$ cat src/sv/gn2o_pkg.sv
// shared types and constants for the octave gradient noise block
package gn2o_pkg;

	localparam int COORD_W = 24;
	localparam int SUM_W   = 20;
	localparam int UNIT_W  = 17;

	// configuration register indexes
	localparam logic CFG_OCTAVES = 1'b0;
	localparam logic CFG_PERSIST = 1'b1;

	localparam logic [3:0]  OCT_RESET  = 4'd1;
	localparam logic [15:0] PERS_RESET = 16'd32768;

	typedef enum logic {
		OP_WRITE = 1'b0,
		OP_EVAL  = 1'b1
	} op_t;

	typedef struct packed {
		op_t                        op;
		logic [7:0]                 table_index;
		logic [7:0]                 table_value;
		logic signed [COORD_W-1:0]  coord_x;
		logic signed [COORD_W-1:0]  coord_y;
	} item_t;

	typedef struct packed {
		logic [3:0]  octaves;
		logic [15:0] persistence;
	} cfg_t;

endpackage

$ cat src/sv/gn2o_front.sv
// front end: item acceptance, classification and configuration registers
module gn2o_front
	import gn2o_pkg::*;
#(
	parameter int MAX_OCTAVES = 8
) (
	input  logic                       clk,
	input  logic                       arst_n,
	input  logic                       start,
	input  logic                       action,
	input  logic [7:0]                 table_index,
	input  logic [7:0]                 table_value,
	input  logic signed [COORD_W-1:0]  coord_x,
	input  logic signed [COORD_W-1:0]  coord_y,
	input  logic                       cfg_we,
	input  logic                       cfg_index,
	input  logic [15:0]                cfg_data,
	input  logic                       fifo_full,
	input  logic                       clearing,
	output logic                       busy,
	output logic                       push,
	output item_t                      push_item,
	output cfg_t                       cfg
);

	localparam logic [3:0] MAX_OCT = (MAX_OCTAVES > 15) ? 4'd15 : 4'(MAX_OCTAVES);

	logic [3:0]  oct_q;
	logic [15:0] pers_q;

	always_ff @(posedge clk or negedge arst_n) begin
		if (!arst_n) begin
			oct_q  <= OCT_RESET;
			pers_q <= PERS_RESET;
		end else if (cfg_we) begin
			unique case (cfg_index)
				CFG_OCTAVES: oct_q  <= cfg_data[3:0];
				CFG_PERSIST: pers_q <= cfg_data;
				default: ;
			endcase
		end
	end

	assign busy = fifo_full | clearing;
	assign push = start & ~busy;

	always_comb begin
		push_item.op          = action ? OP_EVAL : OP_WRITE;
		push_item.table_index = table_index;
		push_item.table_value = table_value;
		push_item.coord_x     = coord_x;
		push_item.coord_y     = coord_y;
	end

	// octave count saturates at the supported maximum
	assign cfg.octaves     = (oct_q > MAX_OCT) ? MAX_OCT : oct_q;
	assign cfg.persistence = pers_q;

endmodule

$ cat config.mk
export PLATFORM = sky130hd
export DESIGN_NAME = gn2o_front
export DESIGN_NICKNAME = d
export VERILOG_FILES = /design/src/sv/gn2o_pkg.sv /design/src/sv/gn2o_front.sv
export SDC_FILE = /design/constraint.sdc
export NUM_CORES = 1
export LEC_CHECK = 0
export ABC_AREA = 1
export BUFFER_PORTS_ARGS = -buffer_cell sky130_fd_sc_hd__buf_2
export CAP_MARGIN = 10
export CORE_ASPECT_RATIO = 1.75
export CORE_MARGIN = 10
export CORE_UTILIZATION = 32
export DETAILED_ROUTE_END_ITERATION = 8
export GPL_ROUTABILITY_DRIVEN = 0
export PLACE_DENSITY = 0.91
export SYNTH_ARGS = -nofsm -noshare
export SYNTH_HDL_FRONTEND = slang
export SYNTH_SLANG_ARGS = --single-unit
$ cat constraint.sdc
create_clock -name clk -period 1 [get_ports clk]
set_input_delay 0.2 -clock clk [delete_from_list [all_inputs] [get_ports clk]]
set_output_delay 0.2 -clock clk [all_outputs]
set_load 0.005 [all_outputs]
==> results of run 1 <==
power breakdown:
group,switching (mW),internal (mW)
Clock,0.244,0.267
Sequential,0.0551,0.917
Combinational,0.202,0.203
Total,0.501,1.39
flip-flops by register name (all words and copies together) (netlist names):
signal  cells
oct_q       4
pers_q     16
placed cells by master, fill, tap and decap left out:
cell type / count
buf_6: 1
inv_1: 4
dfstp_2: 2
dfrtp_1: 18
buf_4: 9
or2_4: 1
nand2_4: 1
clkbuf_8: 3
nand2_1: 41
dlygate4sd3_1: 1
nand3_1: 20
inv_2: 1
buf_2: 43
nor2_1: 4
per-layer routing:
layer  vias to the layer above  global-route usage  wire [µm]
met2                        58               0.140       1580
met5                         -                   0          0
met1                       387              0.0712        985
met4                         0               0.139        466
met3                        56              0.0460        529
li1                        409                   -          -
how the worst max path moves through the flow:
stage,start,slack (ps),endpoint,cells past startpoint
finish,oct_q[0],-190,cfg[16],3
global route,oct_q[0],-260,cfg[16],3
CTS,oct_q[0],-210,cfg[16],3
detailed placement,clearing,8,push,4
global placement,clearing,30,push,4
floorplan,oct_q[0],170,cfg[16],2
critical path, delay by kind of cell, from the launching register on:
family / cells / cell delay [ps]
DFF: 1 / 540
and+or+nand+nor: 1 / 70
buffers and inverters: 2 / 140
cells by family (layout without fill, tap and decap cells):
| group | after synthesis | after routing |
|---|---|---|
| AND/OR/NAND/NOR | 67 | 67 |
| flip-flops | 20 | 20 |
| buffers and inverters | 76 | 62 |
final cells by class:
| type | count | area [µm²] | area share |
|---|---|---|---|
| Clock buffer | 3 | 41.3 | 0.0339 |
| Timing Repair Buffer | 54 | 304 | 0.250 |
| Sequential cell | 20 | 503 | 0.413 |
| Tap cell | 49 | 61.3 | 0.0504 |
| Inverter | 5 | 18.8 | 0.0154 |
| Multi-Input combinational cell | 67 | 289 | 0.237 |
what timing repair did:
action,in CTS,in global routing
hold buffers,1,0
resized for setup,1,2
hold endpoints to repair,18,0
buffers inserted,0,5
pin swaps,2,2
setup endpoints to repair,5,10
==> metrics.csv, run 1 <==
metric;value;unit
power.density;1550;nW/µm²
antenna_found_initial;0;
io_pins;175;
synth-edff-count;0;
synth_area_leader_cell;buf_4;
hpwlAfterDp;2.82;mm
synthAdderAreaFrac;0;
synth_commonest_cells;buf_4, nand2_1, nand3_1, dfrtp_1, inv_1;
layout_setup_ws;-190;ps
cts.clk_slew.worst_paths;70;ps
start_util;0.327;
period_needed;1190;ps
clk_path_buf_depth;2;
syn_area;1350;µm²
num_vias;910;
crit_chain;inv_2 > nor2_1 > buf_2;
finClkSkew;0;ps
drive_gt1_frac;0.409;
reg2reg_from;oct_q[3];
final_nets;239;
cp_data_arrival_time;990;ps
pre_cts_ws;8.08;ps
port_buffers;44;
nFillCells;455;
postPlaceCellArea;1120;µm²
ys_types;11;
start_kind;flip-flop;
critPathCaptureType;output pin;
route.detailed.drc;0;
die_w;69.0;µm
instances_no_fill;198;
max_cap_viol_count;0;
clkSinkCount;20;
die_h;106;µm
crit_type;flip-flop to output pin;
viasPerCell;4.60;
outcome;finished, violations left;
holdPathEnd;pers_q[15];
drtIter0Drc;36;
drv_slew;0;
synth_area_leaders;buf_4, dfrtp_1, nand2_1;
cpPeakStageDelay;540;ps
synthCells;163;
coreArea;4110;µm²
synth_warnings;0;
reg2reg_depth;3;
async_flop_share;1.00;
synth_seq_cells;20;
slew_headroom;0.696;
ir_worst_vdd;0.000495;V
hold_path_class;input port to flip-flop;
rrSetupSlack;230;ps
cp_max_fo;2;
num_antenna_cells;0;
synth_nets;251;
finalCritPeriodShare;1.19;
place_inst;189;
synth-simple-area-share;0.213;
clock_latency;250;ps
final_util;0.296;
finalHoldViolations;0;
fmax;840;MHz
antenna_left;0;
ys.flop_type;dfrtp_1;
synth_xor_area_frac;0;
required;800;ps
die_area;7300;µm²
tritoncts;done;
grt_pass1_wl;5.38;mm
core.rowCount;31;
power;1.89;mW
synth_top_area_frac;0.380;
synth.mux.area_fraction;0;
failed_checks;setup timing;
cts_buffers;3;
stdcell_area;1220;µm²
grt_usage;0.0930;
grt_max_degree;21;
p_leak;0.711;nW
synth_top_family_by_area;buffers and inverters;
yosysMostFrequentCell;buf_4;
overflow;0;
routed_wl;3.56;mm
holdWs;160;ps
min_path_cells;3;
crit_slowest_cell;dfstp_2;
grt_pass1_vias;982;
synth_compound_area_frac;0;
synth_seq_area_share;0.374;
area_growth;-9.49;%
worst_pin_slew;456;ps
wl_per_cell;18.0;µm
r2r-end;oct_q[3];
first_pass_iters;4;
hp-start;cfg_data[15];
rsz0062_at_grt;true;
tns;-503;ps
htreeDepth;1;
cts_root_buf;clkbuf_8;
avgSynthCellArea;8.25;µm²
finalSetupViolations;5;
(Power assumes the default switching activity.)
==> run 2, diff against run 1 <==
--- a/config.mk
+++ b/config.mk
@@ -8,12 +8,13 @@
 export ABC_AREA = 1
 export BUFFER_PORTS_ARGS = -buffer_cell sky130_fd_sc_hd__buf_2
 export CAP_MARGIN = 10
+export CELL_PAD_IN_SITES_DETAIL_PLACEMENT = 1
+export CELL_PAD_IN_SITES_GLOBAL_PLACEMENT = 2
 export CORE_ASPECT_RATIO = 1.75
-export CORE_MARGIN = 10
-export CORE_UTILIZATION = 32
+export CORE_UTILIZATION = 14
 export DETAILED_ROUTE_END_ITERATION = 8
 export GPL_ROUTABILITY_DRIVEN = 0
-export PLACE_DENSITY = 0.91
+export PLACE_DENSITY = 0.9
 export SYNTH_ARGS = -nofsm -noshare
 export SYNTH_HDL_FRONTEND = slang
 export SYNTH_SLANG_ARGS = --single-unit
==> run 2 against run 1 <==
The run still ends with setup timing left. Register-to-register slack worse by 30 ps. Sequential share of layout area shrank 4.1 points. First-iteration DRC count fell by 56%. Sequential power up 0.4%. Worst setup slack got worse by 7.5 ps. Clock power up 81%. Final cell count increased by 37%. Critical endpoint unchanged. Via count grew 5.7%. Flip-flop and latch count is the same. Critical path depth is the same. Clock-buffer cell count rose by 1. Die area up 37%. Largest cell class unchanged.
==> metrics.csv, run 2 (synthesized netlist as in run 1, its figures left out) <==
metric;value;unit;change
outcome;finished, violations left;;
failed_checks;setup timing;;
num_vias;962;;+5.7%
clock_latency;260;ps;about the same
fmax;835;MHz;-0.62%
routed_wl;4.47;mm;+26%
crit_chain;inv_2 > nor2_1 > buf_2;;
die_h;132;µm;+24%
die_area;10000;µm²;+37%
rsz0062_at_grt;true;;
die_w;76.1;µm;+10%
antenna_found_initial;0;;unchanged
htreeDepth;1;;unchanged
top_register;pers_q;;
drive_gt1_frac;0.409;;unchanged
finClkSkew;0;ps;unchanged
start_kind;flip-flop;;
grt_usage;0.0895;;-0.00348
layout_setup_ws;-198;ps;-7.48 ps
cts_root_buf;clkbuf_16;;
finalHoldViolations;0;;unchanged
cts_buffers;3;;unchanged
cp_data_arrival_time;1000;ps;about the same
hpwlAfterDp;3.68;mm;+30%
worst_pin_slew;502;ps;+46.1 ps
top_regs;pers_q: 16 flops, oct_q: 4 flops;;
coreArea;9410;µm²;+130%
slew_headroom;0.665;;-0.0307
finalCritPeriodShare;1.20;;+0.00748
first_pass_iters;3;;-1
start_util;0.143;;-0.184
area_growth;0.558;%;
grt_pass1_wl;6.33;mm;+18%
stdcell_area;1350;µm²;+11%
tritoncts;done;;
cts.clk_slew.worst_paths;60;ps;about the same
largest_reg_flops;16;;unchanged
io_pins;175;;unchanged
pre_cts_ws;28.2;ps;+20.1 ps
final_nets;238;;-0.42%
required;800;ps;about the same
core.rowCount;47;;+52%
hold_path_class;input port to flip-flop;;
port_buffers;44;;unchanged
min_path_cells;3;;unchanged
antenna_left;0;;unchanged
critPathCaptureType;output pin;;
crit_slowest_cell;dfstp_2;;
instances_no_fill;271;;+37%
final_cell_mix;buf_2, nand2_1, nand3_1;;
viasPerCell;3.55;;-23%
ir_worst_vdd;0.000419;V;-15%
holdWs;176;ps;+16.1 ps
wl_per_cell;16.5;µm;-8.2%
grt_max_degree;21;;unchanged
overflow;0;;unchanged
crit_type;flip-flop to output pin;;
max_cap_viol_count;0;;unchanged
period_needed;1200;ps;+7.48 ps
cp_max_fo;2;;unchanged
final_common_cell;buf_2;;
drtIter0Drc;16;;-56%
place_inst;262;;+39%
cpPeakStageDelay;540;ps;about the same
power.density;1700;nW/µm²;+9.9%
tns;-458;ps;+44.8 ps
power;2.31;mW;+22%
clk_path_buf_depth;2;;unchanged
final_util;0.144;;-0.152
num_antenna_cells;0;;unchanged
finalSetupViolations;5;;unchanged
reg2reg_depth;3;;unchanged
route.detailed.drc;0;;unchanged
grt_pass1_vias;1014;;+3.3%
clkSinkCount;20;;unchanged
postPlaceCellArea;1210;µm²;+8.2%
p_leak;0.730;nW;+2.6%
drv_slew;0;;unchanged
[run 2: report_power, final]
| part | internal [mW] | switching [mW] |
|---|---|---|
| Sequential | 0.919 | 0.0575 |
| Clock | 0.611 | 0.315 |
| Combinational | 0.201 | 0.203 |
[run 2: path summary, 6_finish.rpt]
kind,startpoint,endpoint,slack [ps]
setup / recovery,oct_q[0],cfg[16],-200
hold / removal,cfg_data[15],pers_q[15],180
setup reg to reg,pers_q[15],pers_q[15],200
hold reg to reg,pers_q[5],pers_q[5],470
max in group asynchronous,arst_n,pers_q[15],190
min in group asynchronous,arst_n,pers_q[8],440
[run 2: cell type report]
class	count	area, µm²
tap	122	153
clock buffer	4	88.8
fill	1162	8060
multi-input combinational	67	287
sequential	20	503
inverter	5	18.8
timing repair buffer	53	303
[run 2: routing by layer]
| metal | wire length (µm) | up-vias | GRT usage |
|---|---|---|---|
| met4 | 484 | 0 | 0.112 |
| met3 | 929 | 75 | 0.0653 |
| met5 | 0 | - | 0 |
| met2 | 2010 | 63 | 0.141 |
| li1 | - | 408 | - |
| met1 | 1050 | 416 | 0.0590 |
[run 2: timing repair]
item,in CTS,in global routing
pin swaps,2,1
gates cloned,0,0
resized for setup,1,2
buffers inserted,1,3
setup endpoints to repair,5,8
hold buffers,1,0
hold endpoints to repair,18,0
[run 2: critical path: cells and delay by family, from the launching register on]
kind | cells | cell delay, ps
DFF | 1 | 540
buffers and inverters | 2 | 140
and+or+nand+nor | 1 | 70
