===== src/sv/gn2o_pkg.sv =====
// shared types and constants for the octave gradient noise block
package gn2o_pkg;

	localparam int COORD_W = 24;
	localparam int SUM_W   = 20;
	localparam int UNIT_W  = 17;

	// configuration register indexes
	localparam logic CFG_OCTAVES = 1'b0;
	localparam logic CFG_PERSIST = 1'b1;

	localparam logic [3:0]  OCT_RESET  = 4'd1;
	localparam logic [15:0] PERS_RESET = 16'd32768;

	typedef enum logic {
		OP_WRITE = 1'b0,
		OP_EVAL  = 1'b1
	} op_t;

	typedef struct packed {
		op_t                        op;
		logic [7:0]                 table_index;
		logic [7:0]                 table_value;
		logic signed [COORD_W-1:0]  coord_x;
		logic signed [COORD_W-1:0]  coord_y;
	} item_t;

	typedef struct packed {
		logic [3:0]  octaves;
		logic [15:0] persistence;
	} cfg_t;

endpackage


===== src/sv/gn2o_fifo.sv =====
// two-entry item queue between front end and noise engine
module gn2o_fifo
	import gn2o_pkg::*;
(
	input  logic  clk,
	input  logic  arst_n,
	input  logic  push,
	input  item_t push_item,
	input  logic  pop,
	output item_t pop_item,
	output logic  full,
	output logic  empty
);

	item_t      entry_q [2];
	logic       wr_q;
	logic       rd_q;
	logic [1:0] cnt_q;

	always_ff @(posedge clk) begin
		if (push) begin
			entry_q[wr_q] <= push_item;
		end
	end

	always_ff @(posedge clk or negedge arst_n) begin
		if (!arst_n) begin
			wr_q  <= 1'b0;
			rd_q  <= 1'b0;
			cnt_q <= 2'd0;
		end else begin
			if (push) begin
				wr_q <= ~wr_q;
			end
			if (pop) begin
				rd_q <= ~rd_q;
			end
			case ({push, pop})
				2'b10:   cnt_q <= cnt_q + 2'd1;
				2'b01:   cnt_q <= cnt_q - 2'd1;
				default: cnt_q <= cnt_q;
			endcase
		end
	end

	assign pop_item = entry_q[rd_q];
	assign full     = (cnt_q == 2'd2);
	assign empty    = (cnt_q == 2'd0);

`ifndef ASSERT_OFF
	a_no_overflow: assert property (@(posedge clk) disable iff (!arst_n) push |-> !full)
		else $error("push into full queue");
	a_cnt_range: assert property (@(posedge clk) disable iff (!arst_n) cnt_q != 2'd3)
		else $error("queue count out of range");
`endif

endmodule


===== config.mk =====
export PLATFORM = sky130hd
export DESIGN_NAME = gn2o_fifo
export DESIGN_NICKNAME = d
export VERILOG_FILES = /design/src/sv/gn2o_pkg.sv /design/src/sv/gn2o_fifo.sv
export SDC_FILE = /design/constraint.sdc
export NUM_CORES = 1
export LEC_CHECK = 0
export CORE_ASPECT_RATIO = 0.7
export CORE_MARGIN = 5
export CORE_UTILIZATION = 55
export CTS_CLUSTER_DIAMETER = 50
export CTS_CLUSTER_SIZE = 20
export DETAILED_ROUTE_END_ITERATION = 7
export DONT_BUFFER_PORTS = 1
export HOLD_SLACK_MARGIN = 0.08
export PLACE_DENSITY = 0.78
export SLEW_MARGIN = 20
export SYNTH_ARGS = -nofsm -noshare
export SYNTH_HDL_FRONTEND = slang
export SYNTH_SLANG_ARGS = --single-unit

===== constraint.sdc =====
create_clock -name clk -period 3.8 [get_ports clk]
set_input_delay 0.38 -clock clk [delete_from_list [all_inputs] [get_ports clk]]
set_output_delay 0.38 -clock clk [all_outputs]
set_load 0.01 [all_outputs]

==> results.txt, run 1 <==
----------------------------------------------------
[Worst setup path]
  Worst r2r dst ... entry_q[0][55]
  Critical path depth in cells ... 1
  Crit path max fanout ... 66
  R2R depth ... 2
  CP arrival ... 2090 ps
  Peak per-stage delay on the critical path ... approximately 1100 ps
  Critical path origin ... rd_q
  Setup slack of the worst register-to-register path ... approximately 1900 ps
  Critical Setup Path Class ... flip-flop to primary output
  Critical Path End Type ... primary output
  Cells along the critical path ... mux2_2
  CP startpoint kind ... flip-flop
  Largest delay share family, worst path ... flip-flops
  Number of buffer and inverter stages on the critical path ... 0
  Slowest CP cell ... dfrtp_4
  End point of the critical path ... pop_item[1]
  Reg-to-reg startpoint ... wr_q
  Data required time at the worst endpoint ... between 3000 and 4000 ps

[Power]
  Power density over the cells ... between 700 and 800 nW/um^2
  Internal ... 0.00347 W
  Combinational share of power ... a little over a fifth
  Sequential cell fraction of total power ... 46.5%
  IR Drop Worst-Case VDD ... ~0.45 mV
  Relative contribution of the clock network to total power ... between 30% and 40%
  Switching power as a share of total power ... roughly 28%
  Switching power of the nets ... between 0.001 and 0.0015 W
  Leakage ... between 2 and 2.5 nW

[Placed design]
  Standard cell area after detailed placement ... roughly 5200 sq um
  Placer's final routability congestion estimate ... roughly 0.7
  I/O Buffers ... 0
  Detailed-placement wirelength estimate ... about 5.4 mm

[Routing]
  Post-detailed-route via-to-cell ratio ... roughly 5.2
  Vias ... around 2,300
  DRC violation total after the first TritonRoute iteration ... slightly above 90
  Total Routed Length ... 9.23 mm
  Routed wire length per instance ... 21.1 microns
  Antenna viol nets, final ... 0
  Pre-antenna DRT Iters ... 4
  Residual DRC count ... 0

[Clock network]
  Clock H-tree levels ... 4
  Clk Latency, worst-skew pair ... roughly 400 ps
  Cts bufs inserted ... 17
  Clock transition at the registers of the reported paths ... around 50 ps
  Clock tree from TritonCTS ... yes
  Clk sinks ... between 100 and 150
  Cell at the root of the clock tree ... clkbuf_16
  # Post-CTS Setup Buffers ... 0
  Maximum clock path buffer count ... 2

[Yosys]
  Area fraction of the dominant cell type after synthesis ... 77.5%
  Netlist area before placement ... 5040 sq um
  Cell count after synthesis ... approximately 220
  Number of distinct library cells after synthesis ... 13
  Number of flip-flops and latches in the synthesized netlist ... about 130
  Dominant cells by area after synthesis ... edfxtp_1 78%, mux2_4 12%, mux2_2 5.6%
  Mean area per synthesized cell ... 23.1 sq um
  Fraction of the yosys area taken by sequential cells ... between 70 and 80%
  Largest area contributor in the netlist ... edfxtp_1
  Warning count from the yosys run ... 0
  Number of nets produced by synthesis ... between 200 and 300

[Finish]
  Growth of design area from synthesis to finish ... 27.5%
  Final-stage net count ... 371
  Layout fillers ... between 500 and 600
  Most frequent cells in the layout ... 130 x edfxtp_1, 68 x dlygate4sd3_1, 40 x mux2_4
  Fraction of layout cells with a size suffix above 1 ... 31.8%
  Antenna Diode Count ... 0
  Area used by sequential logic in the layout ... roughly 4000 sq um
  Post-route design area ... between 6000 and 7000 sq um
  Most frequent standard cell in the layout excluding fill and tap cells ... edfxtp_1
  Area of the multi-input gates ... 971 sq um

[Timing]
  Timing-limited maximum frequency ... 405 MHz
  Final TNS setup ... 0 ps
  Worst clock skew ... 4.83 ps
  Min Tclk post-route ... 2470 ps
  Hold WS ... roughly 230 ps
  Share of the clock period used by the worst path ... between 60 and 70%
  Relative slew slack ... 24.7%
  RSZ-0062 raised after global routing ... no
  Slew at the pin with the worst max-slew slack ... between 1000 and 1500 ps
  Hold violation total from the final report ... 0
  Max-slew violation total from the final report ... 0
  Final Setup Violations ... 0

[Floorplanning]
  Die boundary width ... around 120 microns
  Die boundary height ... 90.1 microns
  Starting Density ... about 56%
  Std-Cell Core Area ... 9000 sq um
  Cell row count ... 29
  Die area ... around 11,000 sq um
  Number of primary I/O pins ... about 140

[GRT]
  Total Routing Usage GR ... between 15 and 20%
  Maximum number of pins on one net before global-route repair ... 67
  Number of antenna violations at the first check in global routing ... 0
  Wire length of the first global-routing pass ... between 10 and 15 mm
  Number of global-route vias before repair ... 2,501
  Grt total ovfl ... 0

[Run]
  Count of max-cap constraint violations ... 0

[Outcome]
  Status ... finished clean

[Worst hold path]
  Hold Path Class ... input port to flip-flop

----------------------------------------------------
[repair_timing]
action	4_1_cts	5_1_grt
endpoints found under the hold margin	136	0
hold buffers	68	0
gates resized for setup	0	0
setup endpoints to repair	0	0
[metrics by stage]
step / utilization, % / setup slack [ps] / total power (W) / instances
after floorplan: - / 145 / 0.00306 / 218
after global placement: 57.5 / 1810 / 0.00319 / 338
after detailed placement: 57.5 / 1790 / 0.00323 / 338
after CTS: 71.3 / 1350 / 0.00483 / 438
after global routing: 71.3 / 1300 / 0.00499 / 438
final: 71.3 / 1330 / 0.00478 / 438
[power groups by stage]
stage	Sequential, W	Clock (W)	Combinational, W
after floorplan	0.00207	0	0.000989
after global placement	0.00224	0	0.000958
after detailed placement	0.00225	0	0.000976
after CTS	0.00223	0.00156	0.00105
after global routing	0.00226	0.00164	0.00109
final	0.00222	0.00153	0.00103
[how the worst min path moves through the flow]
stage | from | to | depth (start not counted)
finish | pop | cnt_q[0] | 2
detailed placement | arst_n | wr_q | 0
global placement | arst_n | wr_q | 0
CTS | pop | cnt_q[0] | 2
floorplan | arst_n | cnt_q[0] | 0
global route | pop | cnt_q[0] | 2
[cells in the mapped netlist (all sizes together)]
library cell  number
mux2              65
and2               1
ha                 1
buf                7
inv                1
nor2               3
nor2b              1
xor2               3
xnor2              2
dfrtp              4
edfxtp           130
[layout make-up]
cell class              instances  share of cell area (%)
repair buffers                 71                    11.2
clock buffers                  18                    6.69
clock inverters                14                    2.12
multi-input cells              76                    15.1
inverters                       1                  0.0585
flip-flops and latches        134                    62.4
well taps                     124                    2.42
[routing by layer]
layer  GRT usage (%)  vias to the layer above  routed length [microns]
met1            18.5                     1141                     3460
met4            6.48                        0                       81
met3            8.47                       10                      910
li1                -                     1028                        -
met2            27.5                      110                     4780
met5               0                        -                        0
[state kept, by name (all words and copies together), names as in the netlist]
register	flops
entry_q	130
wr_q	1
rd_q	1
cnt_q	2
[kinds of logic (layout without fill, tap and decap cells)]
kind of cell / Yosys count / after routing / synth area share, %
xor gates and xnor gates: 5 / 5 / 0.870
and+or+nand+nor: 5 / 5 / 0.472
buffers and inverters: 8 / 104 / 1.39
muxes: 65 / 65 / 17.5
DFF: 134 / 134 / 79.5
adders and majority gates: 1 / 1 / 0.248
No activity file was read; power rests on OpenSTA's default activity.
==> inputs of run 2 (changes only) <==
==> constraint.sdc (replaced) <==
create_clock -name clk -period 2.15 [get_ports clk]
set_input_delay 0.215 -clock clk [delete_from_list [all_inputs] [get_ports clk]]
set_output_delay 0.215 -clock clk [all_outputs]
set_load 0.01 [all_outputs]
==> results.txt, run 2 (synthesis gave the netlist of run 1 again) <==
----------------------------------------------------
[Floorplanning]
  Starting Density ... between 50% and 60%
  Number of primary I/O pins ... ~140
  Die area ... 11,200 sq um
  Cell row count ... 29
  Die boundary width ... approximately 120 microns
  Std-Cell Core Area ... 9000 sq um
  Die boundary height ... 90.1 microns

[Finish]
  Most frequent standard cell in the layout excluding fill and tap cells ... edfxtp_1
  Most frequent cells in the layout ... 130 x edfxtp_1, 68 x dlygate4sd3_1, 40 x mux2_4
  Growth of design area from synthesis to finish ... 28.5%
  Fraction of layout cells with a size suffix above 1 ... approximately 31%
  Leading registers by flop count ... entry_q x130, cnt_q x2
  Most flops, register ... entry_q
  Post-route design area ... 6470 sq um
  Antenna Diode Count ... 0
  Final-stage net count ... approximately 370
  Flip-flop count of the largest register after layout ... 130

[Timing]
  Hold WS ... 93.8 ps
  Timing-limited maximum frequency ... between 400 and 500 MHz
  Max-slew violation total from the final report ... 0
  Relative slew slack ... between 70% and 80%
  RSZ-0062 raised after global routing ... no
  Min Tclk post-route ... ~2000 ps
  Share of the clock period used by the worst path ... 93.2%
  Final TNS setup ... 0 ps
  Worst clock skew ... ~6.9 ps
  Slew at the pin with the worst max-slew slack ... 449 ps
  Hold violation total from the final report ... 0
  Final Setup Violations ... 0

[Worst hold path]
  Hold Path Class ... input port to asynchronous set/reset pin

[GRT]
  Number of global-route vias before repair ... about 2,600
  Wire length of the first global-routing pass ... between 10 and 15 mm
  Grt total ovfl ... 0
  Number of antenna violations at the first check in global routing ... 0
  Maximum number of pins on one net before global-route repair ... 57
  Total Routing Usage GR ... 17.0%

[Clock network]
  Clk sinks ... between 100 and 150
  # resized after CTS ... 0
  Clock H-tree levels ... 4
  Clock transition at the registers of the reported paths ... about 50 ps
  Cts bufs inserted ... 17
  Clock tree from TritonCTS ... yes
  Cell at the root of the clock tree ... clkbuf_16
  Maximum clock path buffer count ... 2
  Clk Latency, worst-skew pair ... around 400 ps

[Worst setup path]
  R2R depth ... 2
  Critical Setup Path Class ... flip-flop to primary output
  CP arrival ... between 1500 and 2000 ps
  CP startpoint kind ... flip-flop
  Critical Path End Type ... primary output
  Crit path max fanout ... 24
  Data required time at the worst endpoint ... 1930 ps

[Power]
  IR Drop Worst-Case VDD ... between 0.7 and 0.8 mV
  Combinational share of power ... about 25%
  Sequential cell fraction of total power ... about 44%
  Switching power as a share of total power ... 27.2%
  Tot Pwr ... ~0.0085 W
  Switching power of the nets ... 0.00231 W
  Relative contribution of the clock network to total power ... a little under a third
  Power density over the cells ... ~1300 nW/um^2
  Leakage ... roughly 2.3 nW
  Internal ... roughly 0.0062 W

[Placed design]
  Standard cell area after detailed placement ... between 5000 and 6000 sq um
  Placer's final routability congestion estimate ... 0.660
  I/O Buffers ... 0

[Routing]
  Residual DRC count ... 0
  Detailed-route wire length on metal 1 ... roughly 3.7 mm
  Routed length on met3 ... 870 microns
  Pre-antenna DRT Iters ... 4
  Post-detailed-route via-to-cell ratio ... slightly above 5
  Vias ... around 2,300
  Antenna viol nets, final ... 0
  DRC violation total after the first TritonRoute iteration ... 90
  Highest signal layer in the routed design ... met4
  Total Routed Length ... slightly above 9 mm
  Sum of met2 wire segment lengths after detailed routing ... between 4 and 5 mm
  Routed wire length per instance ... 20.9 microns

[Outcome]
  Status ... finished clean

[Run]
  Count of max-cap constraint violations ... 0

----------------------------------------------------
-- run 2: cell types whose count changed in the layout (fill, tap and decap cells not counted), sizes merged --
| cell | delta |
|---|---|
| buf | +3 |
| clkbuf | +1 |
| clkinvlp | -1 |
-- run 2: worst paths after layout --
path,start,slack [ps],end
max,rd_q,150,pop_item[10]
min,arst_n,90,cnt_q[1]
max reg2reg,wr_q,680,entry_q[0][15]
min reg2reg,cnt_q[1],510,cnt_q[1]
max in group asynchronous,arst_n,1860,rd_q
min in group clk,push,200,cnt_q[0]
-- run 2: critical path, stage by stage (launching register included) --
cell	delay, ps
dfrtp_4	710
buf_4	280
mux2_2	390
-- run 2: cell type report --
cell class                      count  area, sq um
Inverter                            1         3.75
Tap cell                          124          155
Clock inverter                     13          114
Clock buffer                       19          433
Sequential cell                   134         4010
Fill cell                         572         2520
Multi-Input combinational cell     76          972
Timing Repair Buffer               74          788
-- run 2: power by group through the flow --
stage	Clock [W]	Sequential [W]	Combinational [W]
floorplan	0	0.00363	0.00175
global placement	0	0.00377	0.00200
detailed placement	0	0.00380	0.00202
CTS	0.00269	0.00376	0.00215
global route	0.00285	0.00379	0.00225
finish	0.00265	0.00374	0.00212
-- run 2: repair_timing --
action,CTS,global route
endpoints found under the hold margin,137,0
buffers inserted,0,0
hold buffers,68,0
-- run 2: metal layers --
layer	up-vias	global-route usage, %
met3	8	9.42
li1	1036	-
met2	103	28.0
met1	1142	19.1
met4	0	5.20
met5	-	0
-- run 2: metrics by stage --
step	utilization, %	setup slack, ps	cells
finish	71.9	147	441
floorplan	-	341	218
detailed placement	58.3	540	341
CTS	71.9	102	441
global placement	58.3	549	341
global route	71.9	64.7	441
